[src/clp_pkg.sv]
// Shared constants and types for the line segment rectangle clipper.
package clp_pkg;

    // Default coordinate width.
    localparam int COORD_WIDTH_DEF = 16;

    // Depth of the queue between the front and the back.
    localparam int QUEUE_DEPTH = 4;

    // Configuration port geometry.
    localparam int APB_ADDR_W = 4;
    localparam int APB_DATA_W = 32;

    // Reset values of the clip rectangle.
    localparam int RECT_LEFT_RESET   = 0;
    localparam int RECT_TOP_RESET    = 0;
    localparam int RECT_RIGHT_RESET  = 639;
    localparam int RECT_BOTTOM_RESET = 479;

    // Register indexes on the configuration port.
    typedef enum logic [1:0] {
        REG_LEFT   = 2'd0,
        REG_TOP    = 2'd1,
        REG_RIGHT  = 2'd2,
        REG_BOTTOM = 2'd3
    } reg_idx_t;

    // Axis, side and endpoint codes of one clip sub-step.
    localparam bit AXIS_X   = 1'b0;
    localparam bit AXIS_Y   = 1'b1;
    localparam bit SIDE_MIN = 1'b0;
    localparam bit SIDE_MAX = 1'b1;
    localparam bit PT_START = 1'b0;
    localparam bit PT_END   = 1'b1;

    // Control flags that travel with a word between clip sub-steps.
    typedef struct packed {
        logic vld;
        logic ok;
    } seg_ctl_t;

endpackage

[src/clp_cfg.sv]
// Configuration register file for the clip rectangle, on an APB-style port.
module clp_cfg #(
    parameter int W = clp_pkg::COORD_WIDTH_DEF
) (
    input  logic                            clk,
    input  logic                            rst_n,
    input  logic                            psel,
    input  logic                            penable,
    input  logic                            pwrite,
    input  logic [clp_pkg::APB_ADDR_W-1:0]  paddr,
    input  logic [clp_pkg::APB_DATA_W-1:0]  pwdata,
    output logic [clp_pkg::APB_DATA_W-1:0]  prdata,
    output logic                            pready,
    output logic signed [W-1:0]             rect_left,
    output logic signed [W-1:0]             rect_top,
    output logic signed [W-1:0]             rect_right,
    output logic signed [W-1:0]             rect_bottom
);
    import clp_pkg::*;

    localparam logic [W-1:0] LEFT_RST   = W'(RECT_LEFT_RESET);
    localparam logic [W-1:0] TOP_RST    = W'(RECT_TOP_RESET);
    localparam logic [W-1:0] RIGHT_RST  = W'(RECT_RIGHT_RESET);
    localparam logic [W-1:0] BOTTOM_RST = W'(RECT_BOTTOM_RESET);

    logic signed [W-1:0] left_reg, top_reg, right_reg, bottom_reg;
    logic signed [W-1:0] rd_val;
    reg_idx_t            idx;
    logic                wr_en;

    assign idx    = reg_idx_t'(paddr[3:2]);
    assign wr_en  = psel && penable && pwrite;
    assign pready = 1'b1;

    // Register writes complete in the access cycle.
    always_ff @(posedge clk or negedge rst_n)
    begin
        if (!rst_n)
        begin
            left_reg   <= LEFT_RST;
            top_reg    <= TOP_RST;
            right_reg  <= RIGHT_RST;
            bottom_reg <= BOTTOM_RST;
        end
        else if (wr_en)
        begin
            unique case (idx)
                REG_LEFT:   left_reg   <= pwdata[W-1:0];
                REG_TOP:    top_reg    <= pwdata[W-1:0];
                REG_RIGHT:  right_reg  <= pwdata[W-1:0];
                REG_BOTTOM: bottom_reg <= pwdata[W-1:0];
                default:    left_reg   <= left_reg;
            endcase
        end
    end

    // Read data is the register value, sign extended.
    always_comb
    begin
        unique case (idx)
            REG_LEFT:   rd_val = left_reg;
            REG_TOP:    rd_val = top_reg;
            REG_RIGHT:  rd_val = right_reg;
            REG_BOTTOM: rd_val = bottom_reg;
            default:    rd_val = left_reg;
        endcase
    end

    assign prdata      = APB_DATA_W'(rd_val);
    assign rect_left   = left_reg;
    assign rect_top    = top_reg;
    assign rect_right  = right_reg;
    assign rect_bottom = bottom_reg;

endmodule

[config.mk]
export PLATFORM = sky130hd
export DESIGN_NAME = clp_cfg
export DESIGN_NICKNAME = d
export VERILOG_FILES = /design/src/clp_pkg.sv /design/src/clp_cfg.sv
export SDC_FILE = /design/constraint.sdc
export NUM_CORES = 1
export LEC_CHECK = 0
export BUFFER_PORTS_ARGS = -buffer_cell sky130_fd_sc_hd__buf_2
export CAP_MARGIN = 10
export CORE_ASPECT_RATIO = 0.75
export CORE_MARGIN = 2
export CORE_UTILIZATION = 50
export CTS_CLUSTER_SIZE = 16
export DETAILED_ROUTE_END_ITERATION = 12
export PLACE_DENSITY = 0.87
export SYNTH_ARGS = -nofsm -noshare
export SYNTH_HDL_FRONTEND = slang
export SYNTH_SLANG_ARGS = --single-unit
[constraint.sdc]
create_clock -name clk -period 2.8 [get_ports clk]
set_input_delay 0.56 -clock clk [delete_from_list [all_inputs] [get_ports clk]]
set_output_delay 0.56 -clock clk [all_outputs]
set_load 0.01 [all_outputs]
==> qor.yml, run 1 <==
status:
  status: "complete, no violations"
cells_and_area:
  layout-drive-gt1-share: 0.8020
  fin_cells: 371
  synthToLayoutAreaGrowth_pct: 24.14
  num-fill-cells: 463
  utilization: 0.6439
  nets: 329
  antenna-diode-count: 0
power_and_ir_drop:
  p_clk_frac: 0.231
  p_per_area_nw_per_um2: 791.9
  pwr-share-seq: 0.448
  p_switching_uw: 938.1
  internal_power_uw: 2032
  leakage_uw: 0.001867
  combPwrFrac: 0.321
  ir_drop_uv: 499.2
  switching_share: 0.3158
clocking:
  cts_root_buf: "clkbuf_8"
  cts_buffers: 9
  clk_latency_ps: 330
  cts_tree: "done"
  cts_resized: 0
  cts.clk_slew.worst_paths_ps: 70
  cts_setup_buffers: 0
  h-tree-depth: 3
  ctsHoldBuffers: 0
  clock-sinks: 64
  cts_max_path_buffers: 2
global_routing:
  grt_pass1_wl_microns: 9984
  globalRouteTotalUtil: 0.2010
  grt_max_degree: 34
  overflow: 0
  grt_antenna_before_repair: 0
  grt_pass1_vias: 1928
sta:
  hold_violations: 0
  setup_tns_ps: 0
  finalWorstSetupSlack_ps: 392.4
  setup_viol_count_final: 0
  min_period_ps: 2408
  fmax_ghz: 0.4154
  clock_skew_ps: 0
  slew_viol_final: 0
  rsz0062_at_grt: "no"
  min_period_over_period: 0.8598
  max_slew_margin: 0.4205
  timing.hold.ws_ps: 284.6
  tightest_slew_ps: 869.3
die:
  die_h_microns: 71.33
  die_area_sq_um: 6688
  die_w_microns: 93.77
  rows: 24
  start_util: 0.5187
  fp.coreArea_sq_um: 5826
  ios: 138
yosys:
  synth.area.mux_share: 0.3764
  synth_top_family_by_area: "multiplexers"
  syn_area_sq_um: 3022
  ys_ff_latch: 64
  synth_compound_area_frac: 0
  synth.avg_cell_area_sq_um: 16.88
  yosys.area_share.adder: 0
  syn_inst: 179
  synth_warnings: 0
  syn-num-nets: 220
  synth.distinct_cells: 19
  synth_xor_area_frac: 0
  ys_seq_area_frac: 0.5366
  synth-simple-area-share: 0.01325
worst_setup_path:
  path_buf_inv: 2
  cpMaxStageDelayCell: "mux4_1"
  timing.critical_path.mode_cell: "buf_2"
  crit_cells: 3
  reg2regPathDepth: 1
  end_kind: "output port"
  cpPeakStageDelay_ps: 780
  reg2reg_from: "rect_top[1]"
  startpoint: "paddr[2]"
  start_kind: "primary input"
  worstPathMaxFanout: 17
  arrival_ps: 1850
  reg2reg_slack_ps: 2010
  criticalPathCategory: "in2out"
  reg2reg_to: "rect_top[1]"
  worstPathRequired_ps: 2240
  setup.worst_path.end: "prdata[26]"
  path_delay_family: "multiplexers"
  worstPathCellList: "buf_2, mux4_1, buf_2"
route:
  initialDrtViolationCount: 42
  firstDrtPassIters: 4
  ant_nets: 0
  totalWireLength_microns: 6415
  detail_route.wl_per_cell_microns: 17.29
  drc: 0
  post_drt_via_cell_ratio: 5.229
  vias: 1940
placed_design:
  pre_cts_ws_ps: 371.2
  dp_hpwl_microns: 4603
  dp_cells: 355
  place_congestion: 0.7342
  io_buffers: 118
flow_run:
  maxCapViolations: 0
worst_hold_path:
  hold_path.class: "in2async"
==> Yosys cell counts <==
cell type | n | share of area
conb_1 | 1 | 0.0012
buf_4 | 19 | 0.047
mux2_2 | 54 | 0.20
mux4_1 | 5 | 0.043
dfrtp_1 | 48 | 0.40
buf_6 | 3 | 0.011
mux4_2 | 11 | 0.082
nor3_2 | 1 | 0.0033
nor2_2 | 1 | 0.0021
inv_2 | 1 | 0.0012
or2_1 | 1 | 0.0021
or3_1 | 1 | 0.0021
buf_12 | 1 | 0.0066
mux2_4 | 10 | 0.050
nand4_1 | 1 | 0.0021
clkbuf_1 | 1 | 0.0012
dfstp_2 | 16 | 0.14
nand3_1 | 1 | 0.0017
buf_2 | 3 | 0.0050
==> power groups by stage <==
stage | Sequential, uW | Clock [uW] | Combinational, uW
after floorplan | 1430 | 0 | 518
after global placement | 1330 | 0 | 943
after detailed placement | 1350 | 0 | 967
after CTS | 1330 | 713 | 970
after global routing | 1360 | 758 | 1030
final | 1330 | 686 | 953
==> metal layers <==
metal | vias up | track usage | part of all wire | wire length [microns]
li1 | 867 | - | - | -
met1 | 993 | 0.2595 | 0.42 | 2713
met2 | 73 | 0.3198 | 0.50 | 3230
met3 | 7 | 0.06519 | 0.064 | 413
met4 | 0 | 0.07890 | 0.0089 | 57
met5 | - | 0 | 0 | 0
==> per-stage QoR <==
stage,area [sq um],power [uW]
after floorplan,3022,1951
after global placement,3578,2277
after detailed placement,3578,2315
after CTS,3751,3015
after global routing,3751,3148
final,3751,2970
==> cell families (layout without fill, tap and decap cells) <==
| family | after synthesis | count (layout) |
|---|---|---|
| buffers and inverters | 28 | 142 |
| flip-flops | 64 | 64 |
| multiplexers | 80 | 80 |
| other | 1 | 1 |
| AND/OR/NAND/NOR | 6 | 6 |
==> cell type report <==
cell class	instances	area, sq um	area share
sequential	64	1622	0.4323
tap	78	97.59	0.02602
multi-input combinational	87	1187	0.3165
timing repair buffer	125	668.1	0.1781
clock buffer	10	137.6	0.03669
clock inverter	6	35.03	0.009340
inverter	1	3.754	0.001001
==> registers in the layout, summed over array words and instances (netlist names) <==
name and cells:
rect_bottom 16, rect_left 16, rect_right 16, rect_top 16
==> layout by cell type (no fill, tap or decap) <==
cell type and count:
buf_2 118, mux2_2 54, dfrtp_1 48, dfstp_2 16
mux4_2 11, mux2_4 10, clkbuf_8 10, mux4_1 5
buf_4 5, clkinv_2 4, clkinvlp_4 2, buf_12 2
nand3_1 1, nor3_4 1, inv_2 1, or3_1 1
nand4_1 1, nor2_2 1, or2_1 1, conb_1 1
==> worst min path at each step <==
stage | startpoint | to | slack (ps) | depth (start not counted)
6_report | rst_n | rect_top[4] | 280 | 1
5_1_grt | rst_n | rect_top[4] | 330 | 1
2_1_floorplan | rst_n | rect_bottom[10] | 260 | 0
4_1_cts | rst_n | rect_top[4] | 300 | 1
3_5_place_dp | rect_bottom[15] | rect_bottom[15] | 510 | 1
3_3_place_gp | rect_left[5] | rect_left[5] | 500 | 1
(Power assumes the default switching activity.)
==> run 2: changes to the inputs <==
Settings changed: CORE_UTILIZATION 50 to 47, PLACE_DENSITY 0.87 to 0.82.
Clock period 2.8 ns to 2.4 ns, I/O delays scaled along.
==> qor.yml, run 2 (synthesis results as in run 1) <==
status:
  status: "complete, no violations"
route:
  vias: 1933
  drc: 0
  initialDrtViolationCount: 59
  wl_met3_microns: 453
  post_drt_via_cell_ratio: 5.127
  ant_nets: 0
  firstDrtPassIters: 4
  wl_met1_microns: 2850
  detail_route.wl_per_cell_microns: 17.53
  highest_layer: "met4"
  dr_wl_met2_microns: 3226
  totalWireLength_microns: 6609
cells_and_area:
  final_common_cell: "buf_2"
  antenna-diode-count: 0
  utilization: 0.6062
  layout-drive-gt1-share: 0.8007
  nets: 332
  num-fill-cells: 524
  mostFrequentLayoutCells: "118 x buf_2, 54 x mux2_2, 48 x dfrtp_1"
  final_area_sq_um: 3792
  synthToLayoutAreaGrowth_pct: 25.51
clocking:
  clk_latency_ps: 340
  ctsHoldBuffers: 0
  h-tree-depth: 3
  cts_root_buf: "clkbuf_8"
  clock-sinks: 64
  cts_setup_buffers: 0
  cts_resized: 0
  cts.clk_slew.worst_paths_ps: 70
  cts_tree: "done"
  cts_max_path_buffers: 2
  cts_buffers: 9
worst_setup_path:
  worstPathCellList: "buf_2, mux4_1, buf_2"
  arrival_ps: 1720
  startpoint: "paddr[2]"
  cpPeakStageDelay_ps: 780
  end_kind: "output port"
  cpMaxStageDelayCell: "mux4_1"
  path_delay_family: "multiplexers"
  path_buf_inv: 2
  worstPathMaxFanout: 17
  criticalPathCategory: "in2out"
  worstPathRequired_ps: 1920
  reg2reg_from: "rect_top[1]"
  start_kind: "primary input"
  timing.critical_path.mode_cell: "buf_2"
global_routing:
  grt_antenna_before_repair: 0
  grt_pass1_wl_microns: 10240
  grt_max_degree: 38
  globalRouteTotalUtil: 0.2003
  grt_pass1_vias: 1920
  overflow: 0
die:
  die_h_microns: 73.44
  rows: 25
  ios: 138
  start_util: 0.4830
  fp.coreArea_sq_um: 6256
  die_area_sq_um: 7093
  die_w_microns: 96.59
placed_design:
  place_congestion: 0.6906
  dp_hpwl_microns: 4749
  io_buffers: 118
  dpl_cell_area_sq_um: 3605
  pre_cts_ws_ps: 203.3
sta:
  setup_tns_ps: 0
  finalWorstSetupSlack_ps: 203.3
  min_period_ps: 2197
  hold_violations: 0
  max_slew_margin: 0.4001
  clock_skew_ps: 0
  slew_viol_final: 0
  setup_viol_count_final: 0
  min_period_over_period: 0.9153
  rsz0062_at_grt: "no"
  tightest_slew_ps: 899.9
  fmax_ghz: 0.4552
power_and_ir_drop:
  ir_drop_uv: 631.4
  p_switching_uw: 1108
  leakage_uw: 0.001883
  p_clk_frac: 0.247
  switching_share: 0.3111
  p_per_area_nw_per_um2: 939.2
  internal_power_uw: 2454
  pwr-share-seq: 0.441
  combPwrFrac: 0.312
flow_run:
  maxCapViolations: 0
worst_hold_path:
  hold_path.class: "in2async"
[run 2: per-stage QoR]
step | cells | hold WS (ps) | total power [uW]
final | 377 | 169.8 | 3562
after global routing | 377 | 186.9 | 3771
after CTS | 377 | 160.5 | 3604
after detailed placement | 361 | 514.8 | 2709
after global placement | 361 | 503.3 | 2664
after floorplan | 179 | 184.4 | 2276
[run 2: cell type report]
type | count | area, sq um | share of cell area
multi-input combinational | 87 | 1187 | 0.3131
clock inverter | 6 | 60.06 | 0.01584
tap | 81 | 101.3 | 0.02672
inverter | 1 | 3.754 | 0.0009898
clock buffer | 10 | 127.6 | 0.03365
sequential | 64 | 1622 | 0.4276
timing repair buffer | 128 | 690.7 | 0.1821
[run 2: worst paths after layout]
check                           cells past startpoint  slack (ps)               to
worst max-delay path                                3         200       prdata[23]
worst min-delay path                                1         170  rect_bottom[15]
worst max register to register                      1        1610      rect_top[1]
worst min register to register                      1         530  rect_bottom[11]
max in group asynchronous                           2        1550    rect_right[6]
min in group clk                                    2         410      rect_top[4]
[run 2: power by group through the flow]
stage,logic [uW],clock network (uW),registers (uW)
detailed placement,1120,0,1590
CTS,1130,908,1570
global placement,1100,0,1560
floorplan,604,0,1670
global route,1200,964,1610
finish,1110,881,1570
[run 2: routing by layer]
layer  up-vias  global-route usage
met5         -                   0
met4         0             0.06573
met3        10             0.07282
met2        69              0.3140
met1       980              0.2613
li1        874                   -
