### src/clp_pkg.sv
// Shared constants and types for the line segment rectangle clipper.
package clp_pkg;

    // Default coordinate width.
    localparam int COORD_WIDTH_DEF = 16;

    // Depth of the queue between the front and the back.
    localparam int QUEUE_DEPTH = 4;

    // Configuration port geometry.
    localparam int APB_ADDR_W = 4;
    localparam int APB_DATA_W = 32;

    // Reset values of the clip rectangle.
    localparam int RECT_LEFT_RESET   = 0;
    localparam int RECT_TOP_RESET    = 0;
    localparam int RECT_RIGHT_RESET  = 639;
    localparam int RECT_BOTTOM_RESET = 479;

    // Register indexes on the configuration port.
    typedef enum logic [1:0] {
        REG_LEFT   = 2'd0,
        REG_TOP    = 2'd1,
        REG_RIGHT  = 2'd2,
        REG_BOTTOM = 2'd3
    } reg_idx_t;

    // Axis, side and endpoint codes of one clip sub-step.
    localparam bit AXIS_X   = 1'b0;
    localparam bit AXIS_Y   = 1'b1;
    localparam bit SIDE_MIN = 1'b0;
    localparam bit SIDE_MAX = 1'b1;
    localparam bit PT_START = 1'b0;
    localparam bit PT_END   = 1'b1;

    // Control flags that travel with a word between clip sub-steps.
    typedef struct packed {
        logic vld;
        logic ok;
    } seg_ctl_t;

endpackage

### src/clp_front.sv
// Front end: accepts segment words and holds them in a short queue for the back end.
module clp_front #(
    parameter int W = clp_pkg::COORD_WIDTH_DEF
) (
    input  logic                clk,
    input  logic                rst_n,
    input  logic                in_valid,
    output logic                in_stall,
    input  logic signed [W-1:0] start_x,
    input  logic signed [W-1:0] start_y,
    input  logic signed [W-1:0] end_x,
    input  logic signed [W-1:0] end_y,
    input  logic                pop,
    output logic                avail,
    output logic signed [W-1:0] q_ax,
    output logic signed [W-1:0] q_ay,
    output logic signed [W-1:0] q_bx,
    output logic signed [W-1:0] q_by
);
    import clp_pkg::*;

    localparam int PW = $clog2(QUEUE_DEPTH);

    logic [4*W-1:0] mem_reg [0:QUEUE_DEPTH-1];
    logic [PW-1:0]  wr_ptr_reg, wr_ptr_next, rd_ptr_reg, rd_ptr_next;
    logic [PW:0]    cnt_reg, cnt_next;
    logic           push, do_pop;
    logic [4*W-1:0] head;

    assign in_stall = (cnt_reg == (PW+1)'(QUEUE_DEPTH));
    assign avail    = (cnt_reg != '0);
    assign push     = in_valid && !in_stall;
    assign do_pop   = pop && avail;

    // Pointer and fill count update.
    always_comb
    begin
        wr_ptr_next = push   ? wr_ptr_reg + 1'b1 : wr_ptr_reg;
        rd_ptr_next = do_pop ? rd_ptr_reg + 1'b1 : rd_ptr_reg;
        cnt_next    = cnt_reg + (PW+1)'(push) - (PW+1)'(do_pop);
    end

    always_ff @(posedge clk or negedge rst_n)
    begin
        if (!rst_n)
        begin
            wr_ptr_reg <= '0;
            rd_ptr_reg <= '0;
            cnt_reg    <= '0;
        end
        else
        begin
            wr_ptr_reg <= wr_ptr_next;
            rd_ptr_reg <= rd_ptr_next;
            cnt_reg    <= cnt_next;
        end
    end

    // Queue storage.
    always_ff @(posedge clk)
    begin
        if (push)
        begin
            mem_reg[wr_ptr_reg] <= {start_x, start_y, end_x, end_y};
        end
    end

    assign head = mem_reg[rd_ptr_reg];
    assign q_ax = head[4*W-1:3*W];
    assign q_ay = head[3*W-1:2*W];
    assign q_bx = head[2*W-1:W];
    assign q_by = head[W-1:0];

endmodule

### config.mk
export PLATFORM = sky130hd
export DESIGN_NAME = clp_front
export DESIGN_NICKNAME = d
export VERILOG_FILES = /design/src/clp_pkg.sv /design/src/clp_front.sv
export SDC_FILE = /design/constraint.sdc
export NUM_CORES = 1
export LEC_CHECK = 0
export ABC_AREA = 1
export BUFFER_PORTS_ARGS = -buffer_cell sky130_fd_sc_hd__buf_2
export CAP_MARGIN = 25
export CORE_UTILIZATION = 33
export CTS_BUF_LIST = sky130_fd_sc_hd__clkbuf_8
export CTS_CLUSTER_DIAMETER = 50
export DETAILED_ROUTE_END_ITERATION = 16
export HOLD_SLACK_MARGIN = 0.12
export PLACE_DENSITY_LB_ADDON = 0.2
export SLEW_MARGIN = 20
export SYNTH_ARGS = -nofsm -noshare
export SYNTH_HDL_FRONTEND = slang
export SYNTH_SLANG_ARGS = --single-unit
### constraint.sdc
create_clock -name clk -period 4.6 [get_ports clk]
set_clock_uncertainty 0.2 [all_clocks]
set_input_delay 0.23 -clock clk [delete_from_list [all_inputs] [get_ports clk]]
set_output_delay 0.23 -clock clk [all_outputs]
set_load 0.01 [all_outputs]
==> results of run 1 <==
-- critical path, cell delays in order (launching register included) --
cell and delay [ns]:
dfrtp_4 0.91, inv_2 0.53, buf_4 0.39, o21ai_0 0.32, nand2_1 0.14, buf_2 0.17
-- repair_timing --
action | in CTS | in global routing
hold buffers | 68 | 0
endpoints found under the hold margin | 269 | 0
buffers inserted | 0 | 0
gates resized for setup | 0 | 0
-- per-stage QoR --
stage | instance area, um^2 | power [mW] | hold slack (ns) | cells
after global placement | 11500 | 6.04 | -0.121 | 1366
after CTS | 13000 | 7.95 | 0.208 | 1508
after floorplan | 10500 | 5.10 | -0.266 | 870
final | 13000 | 7.79 | 0.248 | 1509
after detailed placement | 11500 | 6.08 | -0.121 | 1367
after global routing | 13000 | 8.39 | 0.237 | 1509
-- metal layers --
metal | up-vias | track usage, %
met5 | - | 0
met4 | 0 | 4.14
met3 | 32 | 2.82
met2 | 148 | 24.1
met1 | 3076 | 17.8
li1 | 3345 | -
-- how the worst max path moves through the flow --
stage | end | slack [ns] | from
2_1_floorplan | mem_reg[0][0] | 0.51 | cnt_reg[1]
3_3_place_gp | q_by[3] | 1.68 | rd_ptr_reg[0]
3_5_place_dp | q_by[3] | 1.70 | rd_ptr_reg[0]
4_1_cts | q_by[3] | 1.13 | rd_ptr_reg[0]
5_1_grt | q_ay[7] | 0.92 | rd_ptr_reg[0]
6_report | q_by[3] | 1.19 | rd_ptr_reg[0]
-- cell type report --
| class | instances | area [um^2] | share of cell area (%) |
|---|---|---|---|
| clock inverter | 26 | 104 | 0.800 |
| inverter | 81 | 307 | 2.36 |
| sequential | 263 | 7870 | 60.6 |
| multi-input combinational | 484 | 2080 | 16.0 |
| tap | 396 | 495 | 3.82 |
| clock buffer | 47 | 647 | 4.98 |
| timing repair buffer | 212 | 1490 | 11.4 |
-- power breakdown --
| group | leakage (nW) | internal, mW | total, mW | switching (mW) |
|---|---|---|---|---|
| sequential | 2.43 | 3.16 | 3.35 | 0.192 |
| combinational | 2.39 | 0.885 | 2.64 | 1.76 |
| clock | 0.438 | 0.929 | 1.80 | 0.869 |
| total | 5.25 | 4.97 | 7.79 | 2.82 |
-- layout by cell type (no fill, tap or decap) --
master and instances:
dfrtp_4 1, ha_1 6, buf_4 7, clkinv_2 2
edfxtp_1 256, o21ai_0 89, clkbuf_8 47, inv_2 1
nor2_1 129, inv_1 94, buf_2 133, buf_16 1
buf_12 3, fa_1 1, clkinv_1 8, dlygate4sd3_1 68
clkinvlp_4 1, inv_4 1, dfrtp_1 6, nor2_4 4
nand2_1 211, o21ai_1 39, nand3_1 5
-- cell usage after synthesis (all sizes together) --
| cell | n | area share [%] |
|---|---|---|
| nand2 | 211 | 7.6 |
| edfxtp | 256 | 74 |
| nor2 | 133 | 4.8 |
| o21ai | 128 | 6.1 |
| nand3 | 5 | 0.24 |
| buf | 23 | 1.6 |
| dfrtp | 7 | 1.7 |
| ha | 6 | 0.72 |
| fa | 1 | 0.19 |
| inv | 81 | 2.9 |
| clkbuf | 19 | 0.69 |
-- cell families after synthesis --
| kind of cell | Yosys count | synth area share, % |
|---|---|---|
| compound gates | 128 | 6.13 |
| fa+ha+maj | 7 | 0.909 |
| buf+inv | 123 | 5.18 |
| flops | 263 | 75.2 |
| simple gates | 349 | 12.6 |
==> key figures, run 1 <==
Routing
  – Drt first pass iters: 4
  – DRT met1 WL: 10.3 mm
  – DR vias/cell: around 4.4
  – DR WL/cell: 14.8 um
  – Final wirelength: 22.4 mm
  – First DRT Iteration DRCs: 464
  – Via count: 6,601
  – Top layer in use: met4
  – Met2 WL post-DR: 10.8 mm
  – DRC Markers: 0
  – Wire length on met3: 934 um
  – Final ANT Viol Nets: 0

GRT
  – Number of global-route vias before repair: about 6,600
  – Global-route wire length before repair: 35.5 mm
  – GRT overflow: 0
  – Total track usage: around 14%
  – Largest net degree at the start of global routing: 92
  – Initial antenna violation count: 0

Worst hold path
  – Hold_sp: start_x[3]
  – Hold crit path type: in2reg
  – Hold Path Cell Cnt: 2
  – Worst Hold Endpoint: mem_reg[0][51]

Clock tree
  – CTS sink cnt: 263
  – Clk_lat worst skew: 0.53 ns
  – Clk buf depth: 3
  – Clk root buf: clkbuf_8
  – H-tree levels: 2
  – CTS tree: built
  – Cts bufs inserted: 45
  – Worst-path clk slew: 0.06 ns

Placement
  – Dpl hpwl: approximately 13 mm
  – Number of port buffers: approximately 130
  – Pre-CTS setup slack: 1.70 ns
  – Gpl congestion: 0.710

Logic synthesis
  – Yosys cell types: 17
  – Avg Inst Size Synth: 12.0 um^2
  – Mapped Cells: 870
  – Post-synthesis sequential area ratio: 75.2%
  – Syn. warnings: 0
  – Post-synthesis net count: 945
  – Register bit count reported by yosys: around 260
  – Mapped Area: 0.0105 mm^2

Cells and area
  – Nets: around 1,200
  – Max FFs per register: 256
  – Final core occ: 42.0%
  – Antenna diodes: 0
  – P&R area growth vs syn: 24.2%
  – Fillers: 2,962
  – Layout cells sized above 1: 18.1%

Timing
  – Worst slew pin tran: a little over 0.9 ns
  – Final min period: around 3.4 ns
  – RSZ-0062 raised after global routing: no
  – Worst setup margin: 1.19 ns
  – Max_slew headroom: 37.8%
  – Setup TNS: 0 ns
  – Fmax: 293 MHz
  – Final hold vios: 0
  – Period utilization: 74.2%
  – # setup viols final: 0
  – Fin. max-slew vios: 0

Setup path
  – Flop2flop setup slack: 1.98 ns
  – CP Capture Type: output port
  – Worst-path fanout max: 74
  – CP Launch Type: register
  – Worst Reg-to-Reg Cells: 5
  – FF-to-FF End: mem_reg[0][12]
  – CP Class: reg2out
  – Worst path arrival time: 2.98 ns
  – CP required: 4.17 ns
  – RR Startpoint: cnt_reg[1]

Power and ir drop
  – Peak VDD IR: 0.286 mV
  – Leak: 5.25 nW
  – PD cells: 600 mW/mm^2

Die
  – Core area: 0.0309 mm^2
  – Row cnt: 64
  – Die ar.: 0.0324 mm^2
  – IO Pins: about 130
  – DIE HEIGHT: 180 um
  – Die Wd: around 180 um
  – Initial core utilization: 33.8%

Job
  – Maxcap violations: 0

Outcome
  – Run status: finished, final reports clean
Note: power is estimated with default switching activity, not from simulation.
==> run 2: changes to the inputs <==
--- a/config.mk
+++ b/config.mk
@@ -5,7 +5,7 @@
 export SDC_FILE = /design/constraint.sdc
 export NUM_CORES = 1
 export LEC_CHECK = 0
-export ABC_AREA = 1
+export ABC_AREA = 0
 export BUFFER_PORTS_ARGS = -buffer_cell sky130_fd_sc_hd__buf_2
 export CAP_MARGIN = 25
 export CORE_UTILIZATION = 33
==> constraint.sdc (replaced) <==
create_clock -name clk -period 3 [get_ports clk]
set_clock_uncertainty 0.2 [all_clocks]
set_input_delay 0.15 -clock clk [delete_from_list [all_inputs] [get_ports clk]]
set_output_delay 0.15 -clock clk [all_outputs]
set_load 0.01 [all_outputs]
==> run 2 against run 1 <==
Non-clock buffer count rose by 17; global-route usage decreased by 0.96 points; hold slack worse by 0.097 ns; first-iteration DRC count shrank 55%; sequential power increased by 53%; routed wire length fell by 15%; critical endpoint is now q_bx[1].
==> key figures, run 2 <==
Die
  – Initial core utilization: 33.7%
  – IO Pins: 134
  – Die Wd: 173 um
  – Row cnt: 62
  – DIE HEIGHT: 173 um
  – Die ar.: 0.0301 mm^2
  – Core area: 0.0288 mm^2

Cells and area
  – Layout cells sized above 1: 40.1%
  – Commonest non-fill, non-tap cell in the layout: edfxtp_1
  – P&R area growth vs syn: 30.1%
  – FF/Latch Area: 0.00787 mm^2
  – Fillers: 2,485
  – Nets: a little over 700
  – Max FFs per register: between 200 and 300
  – Multi-input logic area: 0.00172 mm^2
  – Commonest cells after routing, fill and taps aside: edfxtp_1 (256), buf_2 (133), dlygate4sd3_1 (86)

GRT
  – Global-route wire length before repair: just over 30 mm
  – Initial antenna violation count: 1
  – Total track usage: a little over an eighth
  – Number of global-route vias before repair: between 5,000 and 6,000
  – Largest net degree at the start of global routing: 67
  – GRT overflow: 0

Setup path
  – CP Capture Type: output port
  – CP Class: reg2out
  – CP max stage cell: mux4_2
  – CP Capture Point: q_bx[1]
  – CP required: 2.65 ns
  – CP cell instances: buf_12 -> mux4_2 -> buf_2
  – CP Launch Type: register
  – Worst path arrival time: 2.22 ns
  – Crit path launch: rd_ptr_reg[0]
  – FF-to-FF End: cnt_reg[2]
  – Worst-path fanout max: 66
  – Flop2flop setup slack: 0.47 ns
  – RR Startpoint: cnt_reg[1]
  – Slowest cell delay on critical path: around 0.60 ns
  – Worst Reg-to-Reg Cells: 9

Logic synthesis
  – Area leader, netlist: edfxtp_1
  – Register bit count reported by yosys: 263
  – Top_reg_cell synth: edfxtp_1
  – EDFF count, synth: roughly 260
  – Ranking of synthesized cells by area: edfxtp_1 (79%), mux4_2 (15%), dfrtp_1 (1.8%)
  – Leading cell type by number of instances after synthesis: edfxtp_1
  – Syn. warnings: 0
  – Synth top cells by count: edfxtp_1 (256), mux4_2 (64), dfrtp_1 (7)
  – Mapped Area: 0.00970 mm^2
  – Mapped Cells: 374
  – Yosys cell types: 22
  – Avg Inst Size Synth: 25.9 um^2
  – Post-synthesis sequential area ratio: 81.1%
  – Post-synthesis net count: 449
  – Synth top area share: around four fifths
  – Asr flop ratio synth: 2.66%

Worst hold path
  – Hold crit path type: in2reg

Routing
  – Final ANT Viol Nets: 0
  – Via count: 4,813
  – Drt first pass iters: 4
  – First DRT Iteration DRCs: 210
  – DRC Markers: 0
  – Final wirelength: 19.1 mm
  – DR vias/cell: approximately 4.5
  – DR WL/cell: 18.0 um

Power and ir drop
  – Combinational share of power: just under 30%
  – PD cells: 909 mW/mm^2
  – Leak: 4.42 nW
  – Peak VDD IR: roughly 0.48 mV
  – Clk pwr share: 25.5%
  – Cell-internal power: ~8.0 mW
  – Sw Pwr: 3.44 mW
  – Switching share of total power: 30.0%
  – Reg power frac: 44.8%

Timing
  – Fmax: 389 MHz
  – Max_slew headroom: 61.9%
  – Setup TNS: 0 ns
  – RSZ-0062 raised after global routing: no
  – Final hold vios: 0
  – Hold WS: 0.151 ns
  – Final min period: 2.57 ns
  – # setup viols final: 0
  – Period utilization: 85.6%
  – Worst slew pin tran: 0.572 ns
  – Fin. max-slew vios: 0

Placement
  – Gpl congestion: between 0.6 and 0.7
  – Number of port buffers: 133
  – Dpl hpwl: around 11 mm

Job
  – Maxcap violations: 0

Clock tree
  – Post-CTS setup buffers: 0
  – CTS sink cnt: ~260
  – Clk buf depth: 3
  – Clk_lat worst skew: 0.53 ns
  – CTS tree: built
  – Clk root buf: clkbuf_8
  – H-tree levels: 2
  – Worst-path clk slew: roughly 0.060 ns
  – Cts bufs inserted: 46

Outcome
  – Run status: finished, final reports clean
-- run 2: changes by cell type after synthesis, sizes merged, moves of 5 or more --
cell    before  now
clkbuf      19    1
o21ai      128    0
nand2      211    1
mux4         0   64
inv         81    5
nand3        5    0
nor2       133    0
buf         23   13
-- run 2: worst min-delay path by stage --
stage	depth (start not counted)	start	slack, ns	to
after floorplan	0	rst_n	-0.35	cnt_reg[0]
after global placement	1	rst_n	-0.21	cnt_reg[0]
after detailed placement	1	rst_n	-0.20	cnt_reg[2]
after CTS	2	end_x[3]	0.12	mem_reg[3][19]
after global routing	2	start_x[14]	0.14	mem_reg[3][62]
final	2	end_x[3]	0.15	mem_reg[3][19]
-- run 2: cells by family (layout without fill, tap and decap cells) --
| kind of cell | Yosys count | in the layout | share of synthesized area, % |
|---|---|---|---|
| flops | 263 | 263 | 81.1 |
| mux | 64 | 64 | 14.9 |
| buf+inv | 19 | 319 | 1.28 |
| simple gates | 13 | 13 | 1.08 |
| fa+ha+maj | 7 | 7 | 0.981 |
| compound gates | 4 | 4 | 0.336 |
| xor+xnor | 4 | 4 | 0.361 |
| other cells | 0 | 1 | 0 |
-- run 2: final cells by class --
cell class	count	area share, %
Antenna cell	1	0.0198
Clock buffer	46	5.02
Clock inverter	39	1.62
Inverter	5	0.149
Multi-Input combinational cell	92	13.7
Sequential cell	263	62.4
Tap cell	384	3.81
Timing Repair Buffer	229	13.3
-- run 2: timing repair --
item                      4_1_cts  5_1_grt
resized for setup               0        0
hold buffers                   86        0
hold endpoints to repair      349        0
-- run 2: stage by stage --
step / instance area, um^2 / util [%] / power (mW) / cells / setup WS [ns]
6_report: 12600 / 43.8 / 11.5 / 1059 / 0.432
5_1_grt: 12600 / 43.8 / 12.1 / 1059 / 0.252
4_1_cts: 12600 / 43.8 / 11.7 / 1058 / 0.308
3_5_place_dp: 10900 / 37.9 / 8.65 / 887 / 0.455
3_3_place_gp: 10900 / 37.9 / 8.59 / 887 / 0.605
2_1_floorplan: 9700 / - / 7.32 / 374 / 0.112
-- run 2: worst max-delay path, delay by kind of cell, from the launching register on --
kind,cells,cell delay (ns)
multiplexers,1,0.60
flip-flops,1,0.41
buffers and inverters,2,0.62
-- run 2: power groups by stage --
stage | combinational [mW] | sequential, mW | clock (mW)
2_1_floorplan | 2.23 | 5.09 | 0
3_3_place_gp | 3.42 | 5.18 | 0
3_5_place_dp | 3.43 | 5.22 | 0
4_1_cts | 3.53 | 5.15 | 3.04
5_1_grt | 3.71 | 5.21 | 3.20
6_report | 3.40 | 5.13 | 2.93
-- run 2: routing by layer --
metal	vias to the layer above	track usage, %	wire length, um
li1	2155	-	-
met1	2473	15.6	7700
met2	154	22.3	9610
met3	31	4.25	1410
met4	0	4.39	332
met5	-	0	0
