[config.mk]
export PLATFORM = sky130hd
export DESIGN_NAME = clp_step
export DESIGN_NICKNAME = d
export VERILOG_FILES = /design/src/clp_pkg.sv /design/src/clp_step.sv
export SDC_FILE = /design/constraint.sdc
export NUM_CORES = 2
export LEC_CHECK = 0
export BUFFER_PORTS_ARGS = -buffer_cell sky130_fd_sc_hd__buf_2
export CAP_MARGIN = 25
export CORE_UTILIZATION = 37
export DETAILED_ROUTE_END_ITERATION = 16
export PLACE_DENSITY = 0.58
export SLEW_MARGIN = 10
export SYNTH_ARGS = -nofsm -noshare
export SYNTH_HDL_FRONTEND = slang
export SYNTH_SLANG_ARGS = --single-unit
[constraint.sdc]
create_clock -name clk -period 6.41 [get_ports clk]
set_input_delay 1.282 -clock clk [delete_from_list [all_inputs] [get_ports clk]]
set_output_delay 1.282 -clock clk [all_outputs]
set_load 0.03 [all_outputs]
[src/clp_pkg.sv]
// Shared constants and types for the line segment rectangle clipper.
package clp_pkg;

    // Default coordinate width.
    localparam int COORD_WIDTH_DEF = 16;

    // Depth of the queue between the front and the back.
    localparam int QUEUE_DEPTH = 4;

    // Configuration port geometry.
    localparam int APB_ADDR_W = 4;
    localparam int APB_DATA_W = 32;

    // Reset values of the clip rectangle.
    localparam int RECT_LEFT_RESET   = 0;
    localparam int RECT_TOP_RESET    = 0;
    localparam int RECT_RIGHT_RESET  = 639;
    localparam int RECT_BOTTOM_RESET = 479;

    // Register indexes on the configuration port.
    typedef enum logic [1:0] {
        REG_LEFT   = 2'd0,
        REG_TOP    = 2'd1,
        REG_RIGHT  = 2'd2,
        REG_BOTTOM = 2'd3
    } reg_idx_t;

    // Axis, side and endpoint codes of one clip sub-step.
    localparam bit AXIS_X   = 1'b0;
    localparam bit AXIS_Y   = 1'b1;
    localparam bit SIDE_MIN = 1'b0;
    localparam bit SIDE_MAX = 1'b1;
    localparam bit PT_START = 1'b0;
    localparam bit PT_END   = 1'b1;

    // Control flags that travel with a word between clip sub-steps.
    typedef struct packed {
        logic vld;
        logic ok;
    } seg_ctl_t;

endpackage

[src/clp_step.sv]
// One clip sub-step: reject test, edge crossing by multiply and pipelined long division.
module clp_step #(
    parameter int W     = clp_pkg::COORD_WIDTH_DEF,
    parameter bit AXIS  = clp_pkg::AXIS_X,
    parameter bit SIDE  = clp_pkg::SIDE_MIN,
    parameter bit WHICH = clp_pkg::PT_START
) (
    input  logic                clk,
    input  logic                rst_n,
    input  logic                en,
    input  clp_pkg::seg_ctl_t   in_ctl,
    input  logic signed [W-1:0] in_ax,
    input  logic signed [W-1:0] in_ay,
    input  logic signed [W-1:0] in_bx,
    input  logic signed [W-1:0] in_by,
    input  logic signed [W-1:0] rect_left,
    input  logic signed [W-1:0] rect_top,
    input  logic signed [W-1:0] rect_right,
    input  logic signed [W-1:0] rect_bottom,
    output clp_pkg::seg_ctl_t   out_ctl,
    output logic signed [W-1:0] out_ax,
    output logic signed [W-1:0] out_ay,
    output logic signed [W-1:0] out_bx,
    output logic signed [W-1:0] out_by
);
    import clp_pkg::*;

    // Magnitude of a (W+1)-bit signed difference; it always fits W bits.
    function automatic logic [W-1:0] mag(input logic signed [W:0] v);
        logic [W:0] n;
        n = -v;
        return v[W] ? n[W-1:0] : v[W-1:0];
    endfunction

    // Check stage signals.
    logic signed [W-1:0] p_a, p_o, q_a, q_o, edge_v;
    logic signed [W:0]   tn, td, dv;
    logic                rej, beyond;

    // Check stage registers.
    logic                s0_vld_reg, s0_ok_reg, s0_bey_reg, s0_neg_reg;
    logic signed [W-1:0] s0_ax_reg, s0_ay_reg, s0_bx_reg, s0_by_reg;
    logic [W-1:0]        s0_dv_reg, s0_tn_reg, s0_td_reg;
    logic [2*W-1:0]      prod;

    // Product stage (index 0) and division stages (1..W).
    logic                vld_reg [0:W];
    logic                ok_reg  [0:W];
    logic                bey_reg [0:W];
    logic                neg_reg [0:W];
    logic signed [W-1:0] ax_reg  [0:W];
    logic signed [W-1:0] ay_reg  [0:W];
    logic signed [W-1:0] bx_reg  [0:W];
    logic signed [W-1:0] by_reg  [0:W];
    logic [W-1:0]        d_reg   [0:W];
    logic [W-1:0]        rem_reg [0:W];
    logic [W-1:0]        lo_reg  [0:W];
    logic [W-1:0]        q_reg   [0:W];

    // Fix stage signals and registers.
    logic signed [W-1:0] f_po;
    logic signed [W+1:0] base;
    logic signed [W-1:0] new_o;
    logic                fx_vld_reg, fx_ok_reg;
    logic signed [W-1:0] fx_ax_reg, fx_ay_reg, fx_bx_reg, fx_by_reg;

    // Select the endpoint under test, the other endpoint and the edge.
    always_comb
    begin
        p_a    = (WHICH == PT_END) ? ((AXIS == AXIS_Y) ? in_by : in_bx)
                                   : ((AXIS == AXIS_Y) ? in_ay : in_ax);
        p_o    = (WHICH == PT_END) ? ((AXIS == AXIS_Y) ? in_bx : in_by)
                                   : ((AXIS == AXIS_Y) ? in_ax : in_ay);
        q_a    = (WHICH == PT_END) ? ((AXIS == AXIS_Y) ? in_ay : in_ax)
                                   : ((AXIS == AXIS_Y) ? in_by : in_bx);
        q_o    = (WHICH == PT_END) ? ((AXIS == AXIS_Y) ? in_ax : in_ay)
                                   : ((AXIS == AXIS_Y) ? in_bx : in_by);
        edge_v = (AXIS == AXIS_Y) ? ((SIDE == SIDE_MAX) ? rect_bottom : rect_top)
                                  : ((SIDE == SIDE_MAX) ? rect_right : rect_left);
        rej    = (in_ax < rect_left  && in_bx < rect_left)  ||
                 (in_ax > rect_right && in_bx > rect_right) ||
                 (in_ay < rect_top   && in_by < rect_top)   ||
                 (in_ay > rect_bottom && in_by > rect_bottom);
        beyond = (SIDE == SIDE_MAX) ? (p_a > edge_v) : (p_a < edge_v);
        tn     = (W+1)'(p_a) - (W+1)'(edge_v);
        td     = (W+1)'(p_a) - (W+1)'(q_a);
        dv     = (W+1)'(q_o) - (W+1)'(p_o);
    end

    assign prod = (2*W)'(s0_dv_reg) * (2*W)'(s0_tn_reg);

    // Valid bits of all stages.
    always_ff @(posedge clk or negedge rst_n)
    begin
        if (!rst_n)
        begin
            s0_vld_reg <= 1'b0;
            fx_vld_reg <= 1'b0;
            for (int j = 0; j <= W; j++)
            begin
                vld_reg[j] <= 1'b0;
            end
        end
        else if (en)
        begin
            s0_vld_reg <= in_ctl.vld;
            vld_reg[0] <= s0_vld_reg;
            for (int j = 0; j < W; j++)
            begin
                vld_reg[j+1] <= vld_reg[j];
            end
            fx_vld_reg <= vld_reg[W];
        end
    end

    // Payload of the check, product and division stages.
    always_ff @(posedge clk)
    begin
        if (en)
        begin
            s0_ok_reg  <= in_ctl.ok && !rej && !(beyond && td == '0);
            s0_bey_reg <= beyond;
            s0_neg_reg <= dv[W] ^ tn[W] ^ td[W];
            s0_ax_reg  <= in_ax;
            s0_ay_reg  <= in_ay;
            s0_bx_reg  <= in_bx;
            s0_by_reg  <= in_by;
            s0_dv_reg  <= mag(dv);
            s0_tn_reg  <= mag(tn);
            s0_td_reg  <= mag(td);

            ok_reg[0]  <= s0_ok_reg;
            bey_reg[0] <= s0_bey_reg;
            neg_reg[0] <= s0_neg_reg;
            ax_reg[0]  <= s0_ax_reg;
            ay_reg[0]  <= s0_ay_reg;
            bx_reg[0]  <= s0_bx_reg;
            by_reg[0]  <= s0_by_reg;
            d_reg[0]   <= s0_td_reg;
            rem_reg[0] <= prod[2*W-1:W];
            lo_reg[0]  <= prod[W-1:0];
            q_reg[0]   <= '0;

            // One quotient bit per stage, restoring division.
            for (int j = 0; j < W; j++)
            begin
                ok_reg[j+1]  <= ok_reg[j];
                bey_reg[j+1] <= bey_reg[j];
                neg_reg[j+1] <= neg_reg[j];
                ax_reg[j+1]  <= ax_reg[j];
                ay_reg[j+1]  <= ay_reg[j];
                bx_reg[j+1]  <= bx_reg[j];
                by_reg[j+1]  <= by_reg[j];
                d_reg[j+1]   <= d_reg[j];
                lo_reg[j+1]  <= {lo_reg[j][W-2:0], 1'b0};
                if ({rem_reg[j], lo_reg[j][W-1]} >= {1'b0, d_reg[j]})
                begin
                    rem_reg[j+1] <= W'({rem_reg[j], lo_reg[j][W-1]} - {1'b0, d_reg[j]});
                    q_reg[j+1]   <= {q_reg[j][W-2:0], 1'b1};
                end
                else
                begin
                    rem_reg[j+1] <= W'({rem_reg[j], lo_reg[j][W-1]});
                    q_reg[j+1]   <= {q_reg[j][W-2:0], 1'b0};
                end
            end
        end
    end

    // New coordinate on the other axis, truncated toward zero.
    always_comb
    begin
        f_po = (WHICH == PT_END) ? ((AXIS == AXIS_Y) ? bx_reg[W] : by_reg[W])
                                 : ((AXIS == AXIS_Y) ? ax_reg[W] : ay_reg[W]);
        if (neg_reg[W])
        begin
            base = (W+2)'(f_po) - (W+2)'($signed({1'b0, q_reg[W]}))
                   - (W+2)'($signed({1'b0, rem_reg[W] != '0}));
        end
        else
        begin
            base = (W+2)'(f_po) + (W+2)'($signed({1'b0, q_reg[W]}));
        end
        if (rem_reg[W] != '0 && base < 0)
        begin
            base = base + (W+2)'(1);
        end
        new_o = base[W-1:0];
    end

    // Fix stage: move the endpoint onto the edge when it lies beyond it.
    always_ff @(posedge clk)
    begin
        if (en)
        begin
            fx_ok_reg <= ok_reg[W];
            fx_ax_reg <= ax_reg[W];
            fx_ay_reg <= ay_reg[W];
            fx_bx_reg <= bx_reg[W];
            fx_by_reg <= by_reg[W];
            if (ok_reg[W] && bey_reg[W])
            begin
                if (WHICH == PT_END)
                begin
                    fx_bx_reg <= (AXIS == AXIS_Y) ? new_o : edge_v;
                    fx_by_reg <= (AXIS == AXIS_Y) ? edge_v : new_o;
                end
                else
                begin
                    fx_ax_reg <= (AXIS == AXIS_Y) ? new_o : edge_v;
                    fx_ay_reg <= (AXIS == AXIS_Y) ? edge_v : new_o;
                end
            end
        end
    end

    assign out_ctl.vld = fx_vld_reg;
    assign out_ctl.ok  = fx_ok_reg;
    assign out_ax      = fx_ax_reg;
    assign out_ay      = fx_ay_reg;
    assign out_bx      = fx_bx_reg;
    assign out_by      = fx_by_reg;

endmodule

==> reports/results.tsv <==
stage	metric	value	unit
clock_network	H-tree levels	4	
logic_synthesis	Avg Cell Area, Syn	15.1	um2
clock_network	clk sink count	2138	
sta	Final Setup Violations	2	
cells_and_area	commonest non-fill, non-tap cells in the layout	2118 x edfxtp_1, 716 x inv_1, 559 x ha_1	
global_route	grt total ovfl	0	
cells_and_area	Layout area overhead	14.5	%
cells_and_area	Finished Layout Cells	10400	
clock_network	worst skew pair latency	0.90	ns
routing	# DRC	0	
worst_setup_path	CP cell instances	buf_6 -> and2_4 -> fa_1 -> inv_1 -> fa_1 -> inv_1 -> fa_1 -> fa_2 -> fa_1 -> inv_1 -> fa_1 -> inv_1 -> ha_4 -> buf_4 -> o211ai_1 -> a31oi_4 -> o31ai_4 -> a21oi_2 -> o41ai_4 -> inv_2 -> a211o_1 -> a21oi_2 -> xnor2_1	
routing	DRT Wirelength	177000	um
global_route	overall routing resource usage	0.134	
placement	HPWL after DPL	129000	um
floorplanning	Top Ports	199	
logic_synthesis	FFs w/ async S/R, synth	0.00889	
logic_synthesis	Top FF cell, synth	edfxtp_1	
cells_and_area	Fill cells	23000	
floorplanning	DIE HEIGHT	512	um
logic_synthesis	Post-Syn Nets	7289	
routing	routed wire length per instance	17.0	um
worst_setup_path	buffers plus inverters on the worst setup path	7	
routing	Vias/cell	4.75	
placement	Post-DP Area	102000	um2
sta	Final Cycle Share	1.01	
outcome	run status	finished with violations	
routing	highest metal used	met5	
clock_network	root buf cell	clkbuf_16	
logic_synthesis	Mapped Cells	6370	
cells_and_area	area of the multi-input gates	29200	um2
global_route	initial antenna violation count	7	
worst_setup_path	Crit Path Class	flop to flop	
sta	final worst setup slack	-0.0726	ns
logic_synthesis	YS warnings	0	
worst_setup_path	slowest stage cell, crit path	fa_1	
worst_setup_path	critical-path maximum fanout	6	
routing	DRT Pass-1 Iters	5	
cells_and_area	fin nets	7777	
sta	Worst Tran Pin Value	1.02	ns
cells_and_area	commonest non-fill, non-tap cell in the layout	edfxtp_1	
routing	DRT antenna net count	0	
routing	routed wl met2	91000	um
cells_and_area	fin area	110000	um2
floorplanning	Die ar.	262000	um2
placement	Final GP Congestion	0.858	
floorplanning	Site Rows	186	
global_route	first-pass GRT wire length	279000	um
routing	via count	49600	
worst_setup_path	Arr. time, crit path	7.09	ns
job	max cap viols	0	
global_route	largest net degree at the start of global routing	192	
sta	Setup Skew	0.115	ns
clock_network	Worst-path clk slew	0.06	ns
worst_setup_path	critical path capture point type	flop	
sta	Peak Freq	154	MHz
clock_network	total CTS buffers	221	
worst_setup_path	CP peak stage delay	0.54	ns
cells_and_area	storage element area	64100	um2
logic_synthesis	EDFF count, synth	2118	
sta	final-report max-slew violation count	0	
clock_network	CTS Buffer Depth	3	
global_route	vias in the first global route	51300	
cells_and_area	layout cell share with drive strength beyond 1	0.150	
worst_setup_path	Critical Path RT	7.02	ns
sta	unrepaired setup endpoints after global routing	yes	
worst_setup_path	Worst path most repeated cell	fa_1	
routing	M1 WL	74300	um
worst_setup_path	crit start category	flop	
sta	Final min period	6.48	ns
clock_network	CTS tree	built	
placement	IO buf count	198	
placement	placed cells	10000	
hold_path	hold crit path type	flop to flop	
logic_synthesis	flops & latches, synth	2138	
logic_synthesis	Seq/Total Area, Yosys	0.667	
clock_network	# hold bufs at CTS	0	
sta	Fin. Hold Viols	0	
floorplanning	Initial Util	0.373	
floorplanning	Die X	512	um
logic_synthesis	Post-Syn Area	96100	um2
floorplanning	CORE AREA	258000	um2
outcome	failing checks	setup timing	
routing	1st-iter DRT viols	2844	
logic_synthesis	count of different cell masters after synthesis	102	
routing	met3 wire length	6080	um
sta	relative slew slack	0.319	
worst_setup_path	delay-heaviest family, CP	adder cells	
metrics by stage:
| step | util | TNS (ns) | worst slack (ns) | hold slack, ns |
|---|---|---|---|---|
| 6_report | 0.427 | -0.0830 | -0.0726 | 0.349 |
| 2_1_floorplan | - | 0 | 0.0302 | 0.400 |
| 3_5_place_dp | 0.396 | -2.06 | -0.605 | 0.405 |
| 4_1_cts | 0.426 | -0.411 | -0.234 | 0.322 |
| 3_3_place_gp | 0.396 | -1.84 | -0.556 | 0.400 |
| 5_1_grt | 0.427 | -0.838 | -0.270 | 0.350 |
layout make-up:
cell class,count,share of cell area
sequential,2138,0.583
multi-input combinational,3409,0.265
clock buffer,259,0.0516
tap,3384,0.0385
inverter,735,0.0251
timing repair buffer,353,0.0212
clock inverter,160,0.0159
antenna,1,0.0000227
layer usage:
metal,global-route usage,vias to the layer above
li1,-,24300
met1,0.160,24200
met2,0.242,738
met3,0.0222,330
met4,0.0525,6
met5,0,-
Yosys cell counts, drive strengths merged (6+ instances only):
master / number / area share
mux2i: 47 / 0.0049
o21bai: 16 / 0.0013
a211oi: 48 / 0.0039
fa: 216 / 0.045
nand2b: 69 / 0.0045
nand4: 84 / 0.0055
or4: 7 / 0.00059
nand3: 52 / 0.0027
nor2: 252 / 0.0099
o31ai: 31 / 0.0025
nor4: 47 / 0.0033
a2111oi: 6 / 0.00069
o2111ai: 6 / 0.00055
a21boi: 24 / 0.0019
mux2: 232 / 0.027
and2b: 11 / 0.00087
nor2b: 81 / 0.0054
nor4b: 13 / 0.0012
buf: 25 / 0.0014
and3: 13 / 0.00085
nand2: 310 / 0.012
o21a: 61 / 0.0048
o21ai: 219 / 0.012
o41ai: 28 / 0.0027
o22ai: 12 / 0.00078
xor2: 87 / 0.0079
and2: 148 / 0.0096
or2: 10 / 0.00065
a21o: 115 / 0.0090
inv: 735 / 0.029
xnor2: 202 / 0.018
o31a: 17 / 0.0015
nand3b: 7 / 0.00068
ha: 570 / 0.074
clkbuf: 62 / 0.0025
nor3: 73 / 0.0040
or3: 8 / 0.00052
a31oi: 26 / 0.0019
dfrtp: 19 / 0.0049
a21oi: 210 / 0.011
edfxtp: 2118 / 0.66
nor3b: 6 / 0.00047
worst reg2reg max path, stage by stage, from the launching register on:
cell	delay (ns)
edfxtp_1	0.52
buf_6	0.18
and2_4	0.15
fa_1	0.52
inv_1	0.06
fa_1	0.53
inv_1	0.05
fa_1	0.54
fa_2	0.47
fa_1	0.50
inv_1	0.06
fa_1	0.54
inv_1	0.07
ha_4	0.24
buf_4	0.16
o211ai_1	0.17
a31oi_4	0.09
o31ai_4	0.31
a21oi_2	0.12
o41ai_4	0.32
inv_2	0.08
a211o_1	0.31
a21oi_2	0.15
xnor2_1	0.08
path summary, 6_finish.rpt:
kind / startpoint / endpoint / slack, ns / cells past startpoint
max in group asynchronous: rst_n / vld_reg[6]$_DFFE_PN0P_ / 5.70 / 1
setup reg to reg: s0_tn_reg[6]$_DFFE_PP_ / rem_reg[0][13]$_DFFE_PP_ / -0.07 / 23
min in group asynchronous: rst_n / fx_vld_reg$_DFFE_PN0P_ / 0.39 / 1
hold reg to reg: ay_reg[6][13]$_DFFE_PP_ / ay_reg[7][13]$_DFFE_PP_ / 0.35 / 0
setup / recovery: s0_tn_reg[6]$_DFFE_PP_ / rem_reg[0][13]$_DFFE_PP_ / -0.07 / 23
hold / removal: ay_reg[6][13]$_DFFE_PP_ / ay_reg[7][13]$_DFFE_PP_ / 0.35 / 0
what timing repair did:
item | 4_1_cts | 5_1_grt
pin swaps | 30 | 81
resized for setup | 34 | 57
buffers inserted | 3 | 10
endpoints found under the hold margin | 0 | 0
setup endpoints to repair | 9 | 12
kinds of logic (layout without fill, tap and decap cells):
logic type,after synthesis,in the layout,synth area share
and+or+nand+nor,1200,1200,0.0636
adders and majority gates,786,786,0.119
other,0,1,0
DFF,2138,2138,0.667
muxes,279,279,0.0321
xor gates and xnor gates,289,289,0.0263
buffers and inverters,823,1507,0.0328
AOI/OAI and AO/OA,855,855,0.0589
Power is not shown: default switching activity piles up to over one toggle a cycle in this logic, so the estimate is an artifact.
